===== src/playfair_digraph_cipher_macros.svh =====
// ----------------------------------------------------------------------------
// Playfair digraph cipher assertion macros
// Shared property forms for the cipher's concurrent checks.
// ----------------------------------------------------------------------------
`ifndef PLAYFAIR_DIGRAPH_CIPHER_MACROS_SVH
`define PLAYFAIR_DIGRAPH_CIPHER_MACROS_SVH

// Same-cycle implication, disabled during reset
`define PDC_ASSERT_SAME(label, clk, rst, ante, cons) \
   label: assert property (@(posedge clk) disable iff (rst) (ante) |-> (cons)) \
      else $error("playfair cipher check failed");

// Next-cycle implication, disabled during reset
`define PDC_ASSERT_NEXT(label, clk, rst, ante, cons) \
   label: assert property (@(posedge clk) disable iff (rst) (ante) |=> (cons)) \
      else $error("playfair cipher check failed");

`endif


===== src/pdc_pkg.sv =====
// ----------------------------------------------------------------------------
// Playfair digraph cipher package
// Types, codes, constants and grid arithmetic shared by the cipher modules.
// ----------------------------------------------------------------------------
package pdc_pkg;

   localparam int LETTER_W    = 5;
   localparam int NUM_LETTERS = 26;
   localparam int GRID_CELLS  = 25;
   localparam int GRID_SIDE   = 5;
   localparam int CSR_ADDR_W  = 3;
   localparam int CSR_DATA_W  = 32;

   localparam logic [LETTER_W-1:0] LETTER_I    = 5'd8;
   localparam logic [LETTER_W-1:0] LETTER_J    = 5'd9;
   localparam logic [LETTER_W-1:0] LAST_LETTER = LETTER_W'(NUM_LETTERS - 1);
   localparam logic [LETTER_W-1:0] PAD_RESET   = 5'd23;
   localparam logic [2:0]          ENC_SHIFT   = 3'd1;
   localparam logic [2:0]          DEC_SHIFT   = 3'd4;

   // Register index of the pad letter (upper paddr bit selects the word)
   localparam logic CSR_INDEX_PAD = 1'b0;

   // Used marks after reset: only J, which shares the cell of I
   localparam logic [NUM_LETTERS-1:0] USED_RESET =
      {{(NUM_LETTERS-1){1'b0}}, 1'b1} << LETTER_J;

   typedef enum logic [1:0] {
      MODE_KEY,
      MODE_ENCRYPT,
      MODE_DECRYPT,
      MODE_END
   } mode_type;

   typedef struct packed {
      mode_type            mode;
      logic [LETTER_W-1:0] letter;
   } req_item_type;

   typedef struct packed {
      logic [LETTER_W-1:0] plain_first;
      logic [LETTER_W-1:0] plain_second;
      logic [LETTER_W-1:0] out_first;
      logic [LETTER_W-1:0] out_second;
   } rsp_item_type;

   typedef enum logic [2:0] {
      ST_IDLE,
      ST_FILL,
      ST_PAIR,
      ST_CELL,
      ST_LOAD
   } ctrl_state_type;

   typedef struct packed {
      logic latch;
      logic fill_step;
      logic pair;
      logic lookup;
      logic load;
   } ctrl_cmd_type;

   typedef struct packed {
      logic need_fill;
      logic fill_last;
      logic pair_emit;
      logic out_free;
   } dp_status_type;

   // Fold J onto I
   function automatic logic [LETTER_W-1:0] fold_letter(logic [LETTER_W-1:0] v);
      return (v == LETTER_J) ? LETTER_I : v;
   endfunction

   // Row of a grid cell number
   function automatic logic [2:0] place_row(logic [LETTER_W-1:0] p);
      logic [2:0] row;
      row = 3'd0;
      for (int i = 1; i < GRID_SIDE; i++) begin
         if (p >= LETTER_W'(i * GRID_SIDE)) begin
            row = 3'(i);
         end
      end
      return row;
   endfunction

   // Column of a grid cell number
   function automatic logic [2:0] place_col(logic [LETTER_W-1:0] p);
      logic [2:0]          row;
      logic [LETTER_W-1:0] base;
      logic [LETTER_W-1:0] diff;
      row  = place_row(p);
      base = LETTER_W'(row) * LETTER_W'(GRID_SIDE);
      diff = p - base;
      return diff[2:0];
   endfunction

   // Step a row or column forward, wrapping around the grid side
   function automatic logic [2:0] wrap_add(logic [2:0] c, logic [2:0] s);
      logic [3:0] sum;
      sum = {1'b0, c} + {1'b0, s};
      if (sum >= 4'(GRID_SIDE)) begin
         sum = sum - 4'(GRID_SIDE);
      end
      return sum[2:0];
   endfunction

   // Cell number from row and column
   function automatic logic [LETTER_W-1:0] cell_index(logic [2:0] row, logic [2:0] col);
      return LETTER_W'(row) * LETTER_W'(GRID_SIDE) + LETTER_W'(col);
   endfunction

endpackage


===== src/pdc_csr.sv =====
// ----------------------------------------------------------------------------
// Playfair cipher register port
// APB-style access to the pad letter register; always ready.
// ----------------------------------------------------------------------------
module pdc_csr (
   input  logic                           clock,
   input  logic                           reset,
   input  logic                           psel,
   input  logic                           penable,
   input  logic                           pwrite,
   input  logic [pdc_pkg::CSR_ADDR_W-1:0] paddr,
   input  logic [pdc_pkg::CSR_DATA_W-1:0] pwdata,
   output logic [pdc_pkg::CSR_DATA_W-1:0] prdata,
   output logic                           pready,
   output logic [pdc_pkg::LETTER_W-1:0]   pad_letter
);
   import pdc_pkg::*;

   logic [LETTER_W-1:0] pad_ff;
   logic [LETTER_W-1:0] pad_in;
   logic                pad_sel;

   // Decode the register word
   assign pad_sel = (paddr[CSR_ADDR_W-1] == CSR_INDEX_PAD);

   // Take a write transaction in the access phase
   always_comb begin
      pad_in = pad_ff;
      if (psel && penable && pwrite && pad_sel) begin
         pad_in = pwdata[LETTER_W-1:0];
      end
   end

   always_ff @(posedge clock) begin
      if (reset) begin
         pad_ff <= PAD_RESET;
      end else begin
         pad_ff <= pad_in;
      end
   end

   // Return the register on reads, zero elsewhere
   assign prdata     = pad_sel ? {{(CSR_DATA_W-LETTER_W){1'b0}}, pad_ff} : '0;
   assign pready     = 1'b1;
   assign pad_letter = pad_ff;

endmodule


===== src/pdc_ctrl.sv =====
// ----------------------------------------------------------------------------
// Playfair cipher controller
// Sequences grid completion, pairing, grid lookups and result loading.
// ----------------------------------------------------------------------------
module pdc_ctrl (
   input  logic                   clock,
   input  logic                   reset,
   input  logic                   req_valid,
   output logic                   req_ready,
   input  pdc_pkg::dp_status_type status,
   output pdc_pkg::ctrl_cmd_type  cmd
);
   import pdc_pkg::*;

   ctrl_state_type state_ff;
   ctrl_state_type state_in;

   // Next state
   always_comb begin
      state_in = state_ff;
      unique case (state_ff)
         ST_IDLE: begin
            if (req_valid) begin
               state_in = status.need_fill ? ST_FILL : ST_PAIR;
            end
         end
         ST_FILL: begin
            if (status.fill_last) begin
               state_in = ST_PAIR;
            end
         end
         ST_PAIR: begin
            state_in = status.pair_emit ? ST_CELL : ST_IDLE;
         end
         ST_CELL: begin
            state_in = ST_LOAD;
         end
         ST_LOAD: begin
            if (status.out_free) begin
               state_in = ST_IDLE;
            end
         end
         default: begin
            state_in = ST_IDLE;
         end
      endcase
   end

   always_ff @(posedge clock) begin
      if (reset) begin
         state_ff <= ST_IDLE;
      end else begin
         state_ff <= state_in;
      end
   end

   // Commands to the datapath
   always_comb begin
      req_ready     = 1'b0;
      cmd           = '0;
      unique case (state_ff)
         ST_IDLE: begin
            req_ready = 1'b1;
            cmd.latch = req_valid;
         end
         ST_FILL: begin
            cmd.fill_step = 1'b1;
         end
         ST_PAIR: begin
            cmd.pair = 1'b1;
         end
         ST_CELL: begin
            cmd.lookup = 1'b1;
         end
         ST_LOAD: begin
            cmd.load = status.out_free;
         end
         default: begin
            req_ready = 1'b0;
         end
      endcase
   end

endmodule


===== src/pdc_datapath.sv =====
// ----------------------------------------------------------------------------
// Playfair cipher datapath
// Key grid and letter place memories, used marks, pairing state, the
// substitution lookup and the result register.
// ----------------------------------------------------------------------------
module pdc_datapath (
   input  logic                          clock,
   input  logic                          reset,
   input  pdc_pkg::req_item_type         req_item,
   input  logic [pdc_pkg::LETTER_W-1:0]  pad_letter,
   input  pdc_pkg::ctrl_cmd_type         cmd,
   input  logic                          rsp_ready,
   output pdc_pkg::dp_status_type        status,
   output logic                          rsp_valid,
   output pdc_pkg::rsp_item_type         rsp_item
);
   import pdc_pkg::*;

   // Memories: cell -> letter and letter -> cell
   logic [LETTER_W-1:0] grid_mem  [GRID_CELLS];
   logic [LETTER_W-1:0] place_mem [NUM_LETTERS];

   // Latched item
   mode_type            item_mode_ff;
   logic [LETTER_W-1:0] item_letter_ff;
   logic                item_ok_ff;

   // Key and pairing state
   logic [LETTER_W-1:0]    walk_ff, walk_in;
   logic [NUM_LETTERS-1:0] used_ff, used_in;
   logic [LETTER_W-1:0]    fill_ff, fill_in;
   logic                   ready_ff, ready_in;
   logic [LETTER_W-1:0]    held_letter_ff, held_letter_in;
   logic                   held_valid_ff, held_valid_in;
   logic                   held_dec_ff, held_dec_in;

   // Pair under lookup
   logic [LETTER_W-1:0] pair_a_ff, pair_b_ff;
   logic                pair_dec_ff;
   logic [LETTER_W-1:0] pa_ff, pb_ff;
   logic [LETTER_W-1:0] g1_ff, g2_ff;

   // Result register
   logic         rsp_valid_ff, rsp_valid_in;
   rsp_item_type rsp_item_ff;

   // Combinational helpers
   logic [LETTER_W-1:0]    pad_fold;
   logic                   item_dec;
   logic [NUM_LETTERS-1:0] key_used;
   logic [LETTER_W-1:0]    key_fill;
   logic                   mem_we;
   logic [LETTER_W-1:0]    mem_cell;
   logic [LETTER_W-1:0]    mem_letter;
   logic                   emit;
   logic [LETTER_W-1:0]    emit_a, emit_b;
   logic                   emit_dec;
   logic [2:0]             r1, c1, r2, c2, shift;
   logic [LETTER_W-1:0]    idx1, idx2;

   // Clamp the pad to Z and fold J
   assign pad_fold = (pad_letter > LAST_LETTER) ? LAST_LETTER : fold_letter(pad_letter);
   assign item_dec = (item_mode_ff == MODE_DECRYPT);

   // Key update, grid completion and pairing
   always_comb begin
      walk_in        = walk_ff;
      used_in        = used_ff;
      fill_in        = fill_ff;
      ready_in       = ready_ff;
      held_letter_in = held_letter_ff;
      held_valid_in  = held_valid_ff;
      held_dec_in    = held_dec_ff;
      key_used       = ready_ff ? USED_RESET : used_ff;
      key_fill       = ready_ff ? '0 : fill_ff;
      mem_we         = 1'b0;
      mem_cell       = fill_ff;
      mem_letter     = walk_ff;
      emit           = 1'b0;
      emit_a         = held_letter_ff;
      emit_b         = pad_fold;
      emit_dec       = held_dec_ff;

      if (cmd.latch) begin
         walk_in = '0;
      end

      // Place the next unused letter of the alphabet walk
      if (cmd.fill_step) begin
         walk_in = walk_ff + 5'd1;
         if (!used_ff[walk_ff] && (fill_ff < LETTER_W'(GRID_CELLS))) begin
            mem_we           = 1'b1;
            mem_cell         = fill_ff;
            mem_letter       = walk_ff;
            used_in[walk_ff] = 1'b1;
            fill_in          = fill_ff + 5'd1;
         end
         if (walk_ff == LAST_LETTER) begin
            ready_in = 1'b1;
         end
      end

      if (cmd.pair) begin
         unique case (item_mode_ff) inside
            MODE_END: begin
               // Close a lone held letter with the pad
               if (held_valid_ff) begin
                  emit          = 1'b1;
                  held_valid_in = 1'b0;
               end
            end
            MODE_KEY: begin
               if (item_ok_ff) begin
                  // Start a fresh key once text has begun
                  if (ready_ff) begin
                     ready_in       = 1'b0;
                     held_letter_in = '0;
                     held_valid_in  = 1'b0;
                     held_dec_in    = 1'b0;
                  end
                  used_in = key_used;
                  fill_in = key_fill;
                  if (!key_used[item_letter_ff] && (key_fill < LETTER_W'(GRID_CELLS))) begin
                     mem_we                  = 1'b1;
                     mem_cell                = key_fill;
                     mem_letter              = item_letter_ff;
                     used_in[item_letter_ff] = 1'b1;
                     fill_in                 = key_fill + 5'd1;
                  end
               end
            end
            MODE_ENCRYPT, MODE_DECRYPT: begin
               if (item_ok_ff) begin
                  if (!held_valid_ff) begin
                     held_letter_in = item_letter_ff;
                     held_valid_in  = 1'b1;
                     held_dec_in    = item_dec;
                  end else if (held_dec_ff != item_dec) begin
                     // Mode change: close the held letter, hold the new one
                     emit           = 1'b1;
                     held_letter_in = item_letter_ff;
                     held_dec_in    = item_dec;
                  end else if (!item_dec && (held_letter_ff == item_letter_ff)) begin
                     // Doubled encrypt letter: pad it and keep holding
                     emit = 1'b1;
                  end else begin
                     emit          = 1'b1;
                     emit_b        = item_letter_ff;
                     held_valid_in = 1'b0;
                  end
               end
            end
            default: begin
               emit = 1'b0;
            end
         endcase
      end
   end

   // Substitution cells from the two grid places
   always_comb begin
      r1    = place_row(pa_ff);
      c1    = place_col(pa_ff);
      r2    = place_row(pb_ff);
      c2    = place_col(pb_ff);
      shift = pair_dec_ff ? DEC_SHIFT : ENC_SHIFT;
      if (r1 == r2) begin
         idx1 = cell_index(r1, wrap_add(c1, shift));
         idx2 = cell_index(r2, wrap_add(c2, shift));
      end else if (c1 == c2) begin
         idx1 = cell_index(wrap_add(r1, shift), c1);
         idx2 = cell_index(wrap_add(r2, shift), c2);
      end else begin
         idx1 = cell_index(r1, c2);
         idx2 = cell_index(r2, c1);
      end
   end

   // Result register handoff
   always_comb begin
      rsp_valid_in = rsp_valid_ff;
      if (cmd.load) begin
         rsp_valid_in = 1'b1;
      end else if (rsp_ready) begin
         rsp_valid_in = 1'b0;
      end
   end

   // Control state
   always_ff @(posedge clock) begin
      if (reset) begin
         walk_ff        <= '0;
         used_ff        <= USED_RESET;
         fill_ff        <= '0;
         ready_ff       <= 1'b0;
         held_letter_ff <= '0;
         held_valid_ff  <= 1'b0;
         held_dec_ff    <= 1'b0;
         rsp_valid_ff   <= 1'b0;
      end else begin
         walk_ff        <= walk_in;
         used_ff        <= used_in;
         fill_ff        <= fill_in;
         ready_ff       <= ready_in;
         held_letter_ff <= held_letter_in;
         held_valid_ff  <= held_valid_in;
         held_dec_ff    <= held_dec_in;
         rsp_valid_ff   <= rsp_valid_in;
      end
   end

   // Payload registers
   always_ff @(posedge clock) begin
      if (cmd.latch) begin
         item_mode_ff   <= req_item.mode;
         item_letter_ff <= fold_letter(req_item.letter);
         item_ok_ff     <= (req_item.letter <= LAST_LETTER);
      end
      if (cmd.pair && emit) begin
         pair_a_ff   <= emit_a;
         pair_b_ff   <= emit_b;
         pair_dec_ff <= emit_dec;
      end
      if (cmd.load) begin
         rsp_item_ff.plain_first  <= pair_a_ff;
         rsp_item_ff.plain_second <= pair_b_ff;
         rsp_item_ff.out_first    <= g1_ff;
         rsp_item_ff.out_second   <= g2_ff;
      end
   end

   // Memories: one write port, two registered read ports each
   always_ff @(posedge clock) begin
      if (mem_we) begin
         grid_mem[mem_cell]    <= mem_letter;
         place_mem[mem_letter] <= mem_cell;
      end
      if (cmd.pair && emit) begin
         pa_ff <= place_mem[emit_a];
         pb_ff <= place_mem[emit_b];
      end
      if (cmd.lookup) begin
         g1_ff <= grid_mem[idx1];
         g2_ff <= grid_mem[idx2];
      end
   end

   // Status to the controller
   assign status.need_fill = ((req_item.mode == MODE_ENCRYPT) ||
                              (req_item.mode == MODE_DECRYPT)) &&
                             (req_item.letter <= LAST_LETTER) && !ready_ff;
   assign status.fill_last = (walk_ff == LAST_LETTER);
   assign status.pair_emit = emit;
   assign status.out_free  = !rsp_valid_ff || rsp_ready;

   assign rsp_valid = rsp_valid_ff;
   assign rsp_item  = rsp_item_ff;

endmodule


===== src/playfair_digraph_cipher.sv =====
// Flow: an accepted item is latched and then paired; a closed digraph goes on through
// the place read, the grid read and the result load, which waits for a free result.
// A new item is taken only once the last one is through; the first text letter after
// a key first runs the alphabet walk that completes the grid.
// Reset: synchronous; clears the key, pairing and result state and sets the pad to X.
// The grid memories are not cleared and need no clearing pass.
// ----------------------------------------------------------------------------
// Playfair digraph cipher
// Builds a 5x5 key grid from key letters and substitutes encrypt or decrypt
// digraphs, one result transaction per completed pair.
// ----------------------------------------------------------------------------
`include "playfair_digraph_cipher_macros.svh"

module playfair_digraph_cipher (
   input  logic                           clock,
   input  logic                           reset,
   input  logic                           req_valid,
   output logic                           req_ready,
   input  pdc_pkg::req_item_type          req_item,
   output logic                           rsp_valid,
   input  logic                           rsp_ready,
   output pdc_pkg::rsp_item_type          rsp_item,
   input  logic                           psel,
   input  logic                           penable,
   input  logic                           pwrite,
   input  logic [pdc_pkg::CSR_ADDR_W-1:0] paddr,
   input  logic [pdc_pkg::CSR_DATA_W-1:0] pwdata,
   output logic [pdc_pkg::CSR_DATA_W-1:0] prdata,
   output logic                           pready
);
   import pdc_pkg::*;

   logic [LETTER_W-1:0] pad_letter;
   ctrl_cmd_type        ctrl_cmd;
   dp_status_type       dp_status;

   pdc_csr u_csr (
      .clock      (clock),
      .reset      (reset),
      .psel       (psel),
      .penable    (penable),
      .pwrite     (pwrite),
      .paddr      (paddr),
      .pwdata     (pwdata),
      .prdata     (prdata),
      .pready     (pready),
      .pad_letter (pad_letter)
   );

   pdc_ctrl u_ctrl (
      .clock     (clock),
      .reset     (reset),
      .req_valid (req_valid),
      .req_ready (req_ready),
      .status    (dp_status),
      .cmd       (ctrl_cmd)
   );

   pdc_datapath u_datapath (
      .clock      (clock),
      .reset      (reset),
      .req_item   (req_item),
      .pad_letter (pad_letter),
      .cmd        (ctrl_cmd),
      .rsp_ready  (rsp_ready),
      .status     (dp_status),
      .rsp_valid  (rsp_valid),
      .rsp_item   (rsp_item)
   );

   // Busy in the cycle after each accepted transaction
   `PDC_ASSERT_NEXT(a_busy_after_accept, clock, reset, req_valid && req_ready, !req_ready)
   // Never overwrite a result that has not been taken
   `PDC_ASSERT_SAME(a_load_when_free, clock, reset, ctrl_cmd.load, !rsp_valid || rsp_ready)
   // A closed pair always moves on to the grid lookup
   `PDC_ASSERT_NEXT(a_pair_to_lookup, clock, reset, ctrl_cmd.pair && dp_status.pair_emit, ctrl_cmd.lookup)
   // A result appears only from a load
   `PDC_ASSERT_SAME(a_valid_from_load, clock, reset, $rose(rsp_valid), $past(ctrl_cmd.load))

endmodule


===== config.mk =====
export PLATFORM = sky130hd
export DESIGN_NAME = playfair_digraph_cipher
export DESIGN_NICKNAME = d
export VERILOG_FILES = /design/src/pdc_pkg.sv /design/src/pdc_csr.sv /design/src/pdc_ctrl.sv /design/src/pdc_datapath.sv /design/src/playfair_digraph_cipher.sv
export VERILOG_INCLUDE_DIRS = /design/src /design/src/src
export SDC_FILE = /design/constraint.sdc
export NUM_CORES = 1
export LEC_CHECK = 0
export BUFFER_PORTS_ARGS = -buffer_cell sky130_fd_sc_hd__buf_2
export CAP_MARGIN = 20
export CORE_ASPECT_RATIO = 1.75
export CORE_MARGIN = 2
export CORE_UTILIZATION = 65
export CTS_BUF_LIST = sky130_fd_sc_hd__clkbuf_8
export CTS_CLUSTER_SIZE = 30
export DETAILED_ROUTE_END_ITERATION = 10
export HOLD_SLACK_MARGIN = 0.02
export PLACE_DENSITY = 0.84
export SLEW_MARGIN = 25
export SYNTH_ARGS = -nofsm -noshare
export SYNTH_HDL_FRONTEND = slang
export SYNTH_SLANG_ARGS = --single-unit

===== constraint.sdc =====
create_clock -name clock -period 11.61 [get_ports clock]
set_input_delay 3.483 -clock clock [delete_from_list [all_inputs] [get_ports clock]]
set_output_delay 3.483 -clock clock [all_outputs]
set_load 0.1 [all_outputs]

# Word level (Yosys, flattened, before mapping)
# Memory sizes are Yosys's and may differ from the RTL's. A register that Yosys moved wholly into a read port is not among the register bits.
# Cells that the tools add are included.
# totals
regBits	92
latch_bits	0
ram_bits	255
rom_bits	0
inputBits	49
output_inout_bits	55
elab_cells	232
mem_count	2
# mem_list
name	words	width	rd	rd_clocked_by_memory_dff	write_ports	line	text
u_datapath.place_mem	26	5	2	2	1	pdc_datapath.sv:21	logic [LETTER_W-1:0] place_mem [NUM_LETTERS];
u_datapath.grid_mem	25	5	2	2	1	pdc_datapath.sv:20	logic [LETTER_W-1:0] grid_mem [GRID_CELLS];
# op_classes
n_addsub	19
multipliers	4
div	0
magnitude_cmp	20
n_eq_ne	23
n_shift	0
mux	113
bitwise	3
reduce_logical	28
# ops
operator	n
$mux W26	7
$mux W5	35
$or A26 B26 Y26	2
$mux W3	17
$mux W1	40
$add A5 B3 Y5	6
$ge A5 B4 Y1 const B	4
$mul A3 B3 Y5 const B	4
$add A3 B3 Y4	4
$ge A4 B3 Y1 const B	4
$add A5 B1 Y5 const B	3
$pmux W3 S5	1
$lt A5 B6 Y1 const B	2
$sub A3 B3 Y3 const B	4
$logic_and A1 B1 Y1	11
$bmux W1 S5	2
$demux W1 S5	2
$eq A5 B4 Y1 const B	2
$ge A5 B1 Y1 const B	2
$ge A5 B3 Y1 const B	2
$ge A5 B5 Y1 const B	2
$lt A5 B5 Y1 const B	2
$mux W2	5
$pmux W5 S2	1
other kinds (28)	46

# Logic depth before layout (Yosys ltp)
# depth
ltp_word	14
mapped_depth	25
ltp_nobuf	24

# Modules after synthesis
# A second synthesis with hierarchy kept.
# hier_totals
cells_unflattened	1700
area_unflattened_um2	20400.8
# by_module_without_submodules
module	instances	cells_per_inst	area_each_um2	seq_area_each_um2
pdc_datapath	1	1613	19688.9	10329.9
pdc_csr	1	58	479.2	100.1
pdc_ctrl	1	29	232.7	60.1

# Least setup slack after synthesis
# OpenSTA, ideal clock, no wires.
# synth_path
kind	input-to-output
start	input port paddr[2] (netlist bit)
end	output port prdata[0] (netlist bit)
arrival_ns	4.818
required_time_ns	8.127
setup_slack_ns	3.309
stages	1
path_buffers	0
path_cell_list	nor2b_1
# synth_via
elab_chain_len	1
# synth_rtl
item	line	text
from (decl)	playfair_digraph_cipher.sv:26	input logic [pdc_pkg::CSR_ADDR_W-1:0] paddr,
$mux W5	pdc_csr.sv:43	assign prdata = pad_sel ? {{(CSR_DATA_W-LETTER_W){1'b0}}, pad_ff} : '0;
to (decl)	playfair_digraph_cipher.sv:28	output logic [pdc_pkg::CSR_DATA_W-1:0] prdata,
# No other way between the ends.

# Worst setup path in the final report
# Ends and elaborated chain as after synthesis.

==> metrics.yaml <==
route:
  first_pass_iters: 7
  final_antenna_net_count: 0
  vias: 14588
  drc: 0
  via_per_inst: 6.77
  first_iter_violations: 1848
  drt-total-wl_um: 51200
  wire_per_inst_um: 23.8
clock_network:
  numCtsBuffers: 48
  ctsHtreeMaxLevel: 2
  cts_resized: 0
  cts_root_buf: "clkbuf_8"
  cts_buffer_depth: 3
  post_cts_buffers: 0
  clk_latency_ns: 0.62
  clk_pin_slew_ns: 0.07
  tritoncts: "built"
  cts_sinks: 367
  cts.hold.buffers_added: 0
placed_design:
  place_hpwl_um: 35500
  placed_cells_incl_taps: 2065
  place_congestion: 0.995
  pre_cts_ws_ns: 3.97
  numPortBuffers: 46
timing:
  worst_slew_pin_slew_ns: 1.08
  skew_ns: 0.0449
  drv_slew: 0
  setup_viol: 0
  fin_crit_sh_pct: 65.7
  whs_ns: 0.421
  slew_headroom_pct: 27.8
  rsz0062_at_grt: "no"
  finalCriticalPeriod_ns: 7.63
  setup-tns-final_ns: 0
  setup_ws_ns: 3.98
  hold_violations: 0
  max_freq_mhz: 131
finish:
  multiInputGateArea_sq_mm: 0.00898
  final_layout_size_suffix_gt1_share_pct: 14.4
  register_area_sq_mm: 0.0105
  fin_cells: 2154
  nFillCells: 2088
  area_growth_syn_to_layout_pct: 6.48
  fin_nets: 1843
critical_path:
  start_kind: "input pin"
  worstPathRequired_ns: 8.13
  critPathMostFrequentCell: "buf_2"
  cp_slowest_cell: "buf_2"
  crit_type: "in -> out"
  cpPeakStageDelay_ns: 0.43
  path_cells: "buf_2 > nor2b_1 > buf_2"
  path_buf_inv: 2
  crit_family: "buffers and inverters"
  reg2reg_depth: 23
  cp.depth: 3
  arrival_ns: 4.15
  worstPathMaxFanout: 6
  crit_path_end_kind: "primary output"
floorplan:
  start_util_pct: 66.0
  die-area_sq_mm: 0.0327
  die_y_um: 238
  core_sq_mm: 0.0307
  placementRows: 85
  ioPinCount: 104
  die_x_um: 138
yosys:
  yosysWarningCount: 0
  synth_area_leader_cell: "edfxtp_1"
  synthFlopType: "edfxtp_1"
  netlist_area_sq_mm: 0.0203
  synth.area.top_cells: "edfxtp_1 46%, mux4_2 7.0%, dfxtp_1 5.2%, mux2i_1 5.0%, ha_1 3.8%"
  ys_types: 89
  async_flop_share_pct: 0
  synth_edf_count: 314
  synth_top_area_share_pct: 46.5
  synth-seq-cells: 367
  synthCells: 1712
  yosysSeqAreaShare_pct: 51.7
  syn_area_per_cell_sq_um: 11.9
power:
  p_leak_nw: 7.91
  power_density_mw_per_mm2: 128
  peakVddDrop_v: 0.000143
  p_total_mw: 2.76
grt:
  grt_pass1_vias: 14485
  grt_max_degree: 57
  gr-total-overflow: 0
  grt_pass1_wl_um: 78300
  antenna_found_initial: 0
  globalRouteTotalUtil_pct: 31.7
worst_hold_path:
  hold_path_depth: 0
  holdCritPathClass: "reg -> reg"
status:
  outcome: "complete, no violations"
run:
  drv_cap: 0
-- state kept, by name, summed over array words and instances, names as in the netlist, 2 cells and up --
signal                     cells
u_datapath.item_mode_ff        2
u_datapath.pair_a_ff           5
u_datapath.rsp_item           20
u_csr.pad_letter               5
u_datapath.pa_ff               5
u_datapath.place_mem         130
u_datapath.g2_ff               5
u_datapath.pb_ff               5
u_datapath.used_ff            26
u_datapath.emit_a              5
u_datapath.fill_ff             5
u_ctrl.state_ff                3
u_datapath.grid_mem          125
u_datapath.walk_ff             5
u_datapath.pair_b_ff           5
u_datapath.g1_ff               5
u_datapath.item_letter_ff      5
-- power breakdown --
part,internal (mW),total [mW],switching (mW)
combinational,0.0817,0.273,0.191
sequential,1.44,1.47,0.0230
clock,0.542,1.02,0.476
total,2.07,2.76,0.690
-- routing by layer --
| metal | routed length (um) | vias to the layer above | global-route usage, % |
|---|---|---|---|
| met1 | 16900 | 7004 | 35.1 |
| met4 | 4220 | 0 | 21.9 |
| met3 | 3810 | 252 | 4.86 |
| met2 | 26200 | 893 | 54.8 |
| met5 | 0 | - | 0 |
| li1 | - | 6439 | - |
-- kinds of logic (layout without fill, tap and decap cells) --
group / count (synthesis) / after routing / synth area share, %
AND/OR/NAND/NOR: 572 / 572 / 13.4
flip-flops: 367 / 367 / 51.7
AO/OA/AOI/OAI: 282 / 282 / 9.73
multiplexers: 196 / 196 / 14.1
buffers and inverters: 190 / 213 / 4.87
adder cells (fa/ha/maj): 69 / 69 / 4.55
XOR/XNOR: 34 / 34 / 1.62
other: 2 / 30 / 0.0370
-- per-stage QoR --
| step | util (%) | instance area [sq um] |
|---|---|---|
| after floorplan | - | 20400 |
| after global placement | 66.9 | 20600 |
| after detailed placement | 66.9 | 20600 |
| after CTS | 70.2 | 21600 |
| after global routing | 70.3 | 21600 |
| final | 70.3 | 21600 |
-- layout make-up --
| class | instances | share of cell area [%] |
|---|---|---|
| Antenna cell | 2 | 0.0232 |
| Clock buffer | 51 | 3.25 |
| Clock inverter | 35 | 1.45 |
| Inverter | 58 | 1.01 |
| Multi-Input combinational cell | 1181 | 41.6 |
| Sequential cell | 367 | 48.6 |
| Tap cell | 391 | 2.26 |
| Timing Repair Buffer | 69 | 1.85 |
-- cells in the final DEF, fill, tap and decap left out, types with 6 or more instances in the layout --
cell / synthesis / routed
clkinv_1: 1 / 9
buf_2: 24 / 47
fa_1: 8 / 8
inv_1: 56 / 72
and3_1: 24 / 24
a32oi_1: 8 / 8
nand2_1: 186 / 186
buf_4: 38 / 22
a211oi_1: 16 / 15
clkbuf_8: 0 / 51
xnor2_1: 24 / 24
a31oi_1: 32 / 31
a211o_1: 9 / 9
nor2_1: 147 / 146
a21o_1: 11 / 11
o22ai_1: 32 / 32
and2_1: 10 / 10
ha_1: 61 / 61
mux4_2: 63 / 63
bufinv_16: 0 / 6
nand3_1: 33 / 33
edfxtp_1: 314 / 314
conb_1: 2 / 28
nand2b_1: 17 / 17
dfxtp_1: 53 / 51
xor2_1: 8 / 8
mux2i_1: 102 / 100
o21ai_0: 28 / 26
a221oi_1: 24 / 24
nor2b_1: 31 / 30
o32ai_1: 6 / 6
nand4_1: 6 / 6
nor3_1: 72 / 71
a21oi_1: 64 / 64
nor4_1: 8 / 8
mux2_2: 25 / 25
-- worst paths after layout --
check                                          from                                 to  slack, ns
hold / removal    u_datapath.pair_b_ff[3]$_DFFE_PP_  u_datapath.rsp_item[13]$_DFFE_PP_       0.42
setup / recovery                           paddr[2]                          prdata[0]       3.98
hold reg to reg   u_datapath.pair_b_ff[3]$_DFFE_PP_  u_datapath.rsp_item[13]$_DFFE_PP_       0.42
setup reg to reg      u_datapath.pa_ff[2]$_DFFE_PP_      u_datapath.g1_ff[2]$_DFFE_PP_       4.18
-- cell usage after synthesis, types with 9 or more instances --
library cell	instances
a211o_1	9
a211oi_1	16
a21o_1	11
a21oi_1	64
a221oi_1	24
a31oi_1	32
and2_1	10
and3_1	24
buf_2	24
buf_4	38
clkbuf_1	52
dfxtp_1	53
edfxtp_1	314
ha_1	61
inv_1	56
mux2_2	25
mux2i_1	102
mux4_2	63
nand2_1	186
nand2b_1	17
nand3_1	33
nor2_1	147
nor2b_1	31
nor3_1	72
o21ai_0	28
o22ai_1	32
xnor2_1	24
(Power assumes the default switching activity.)
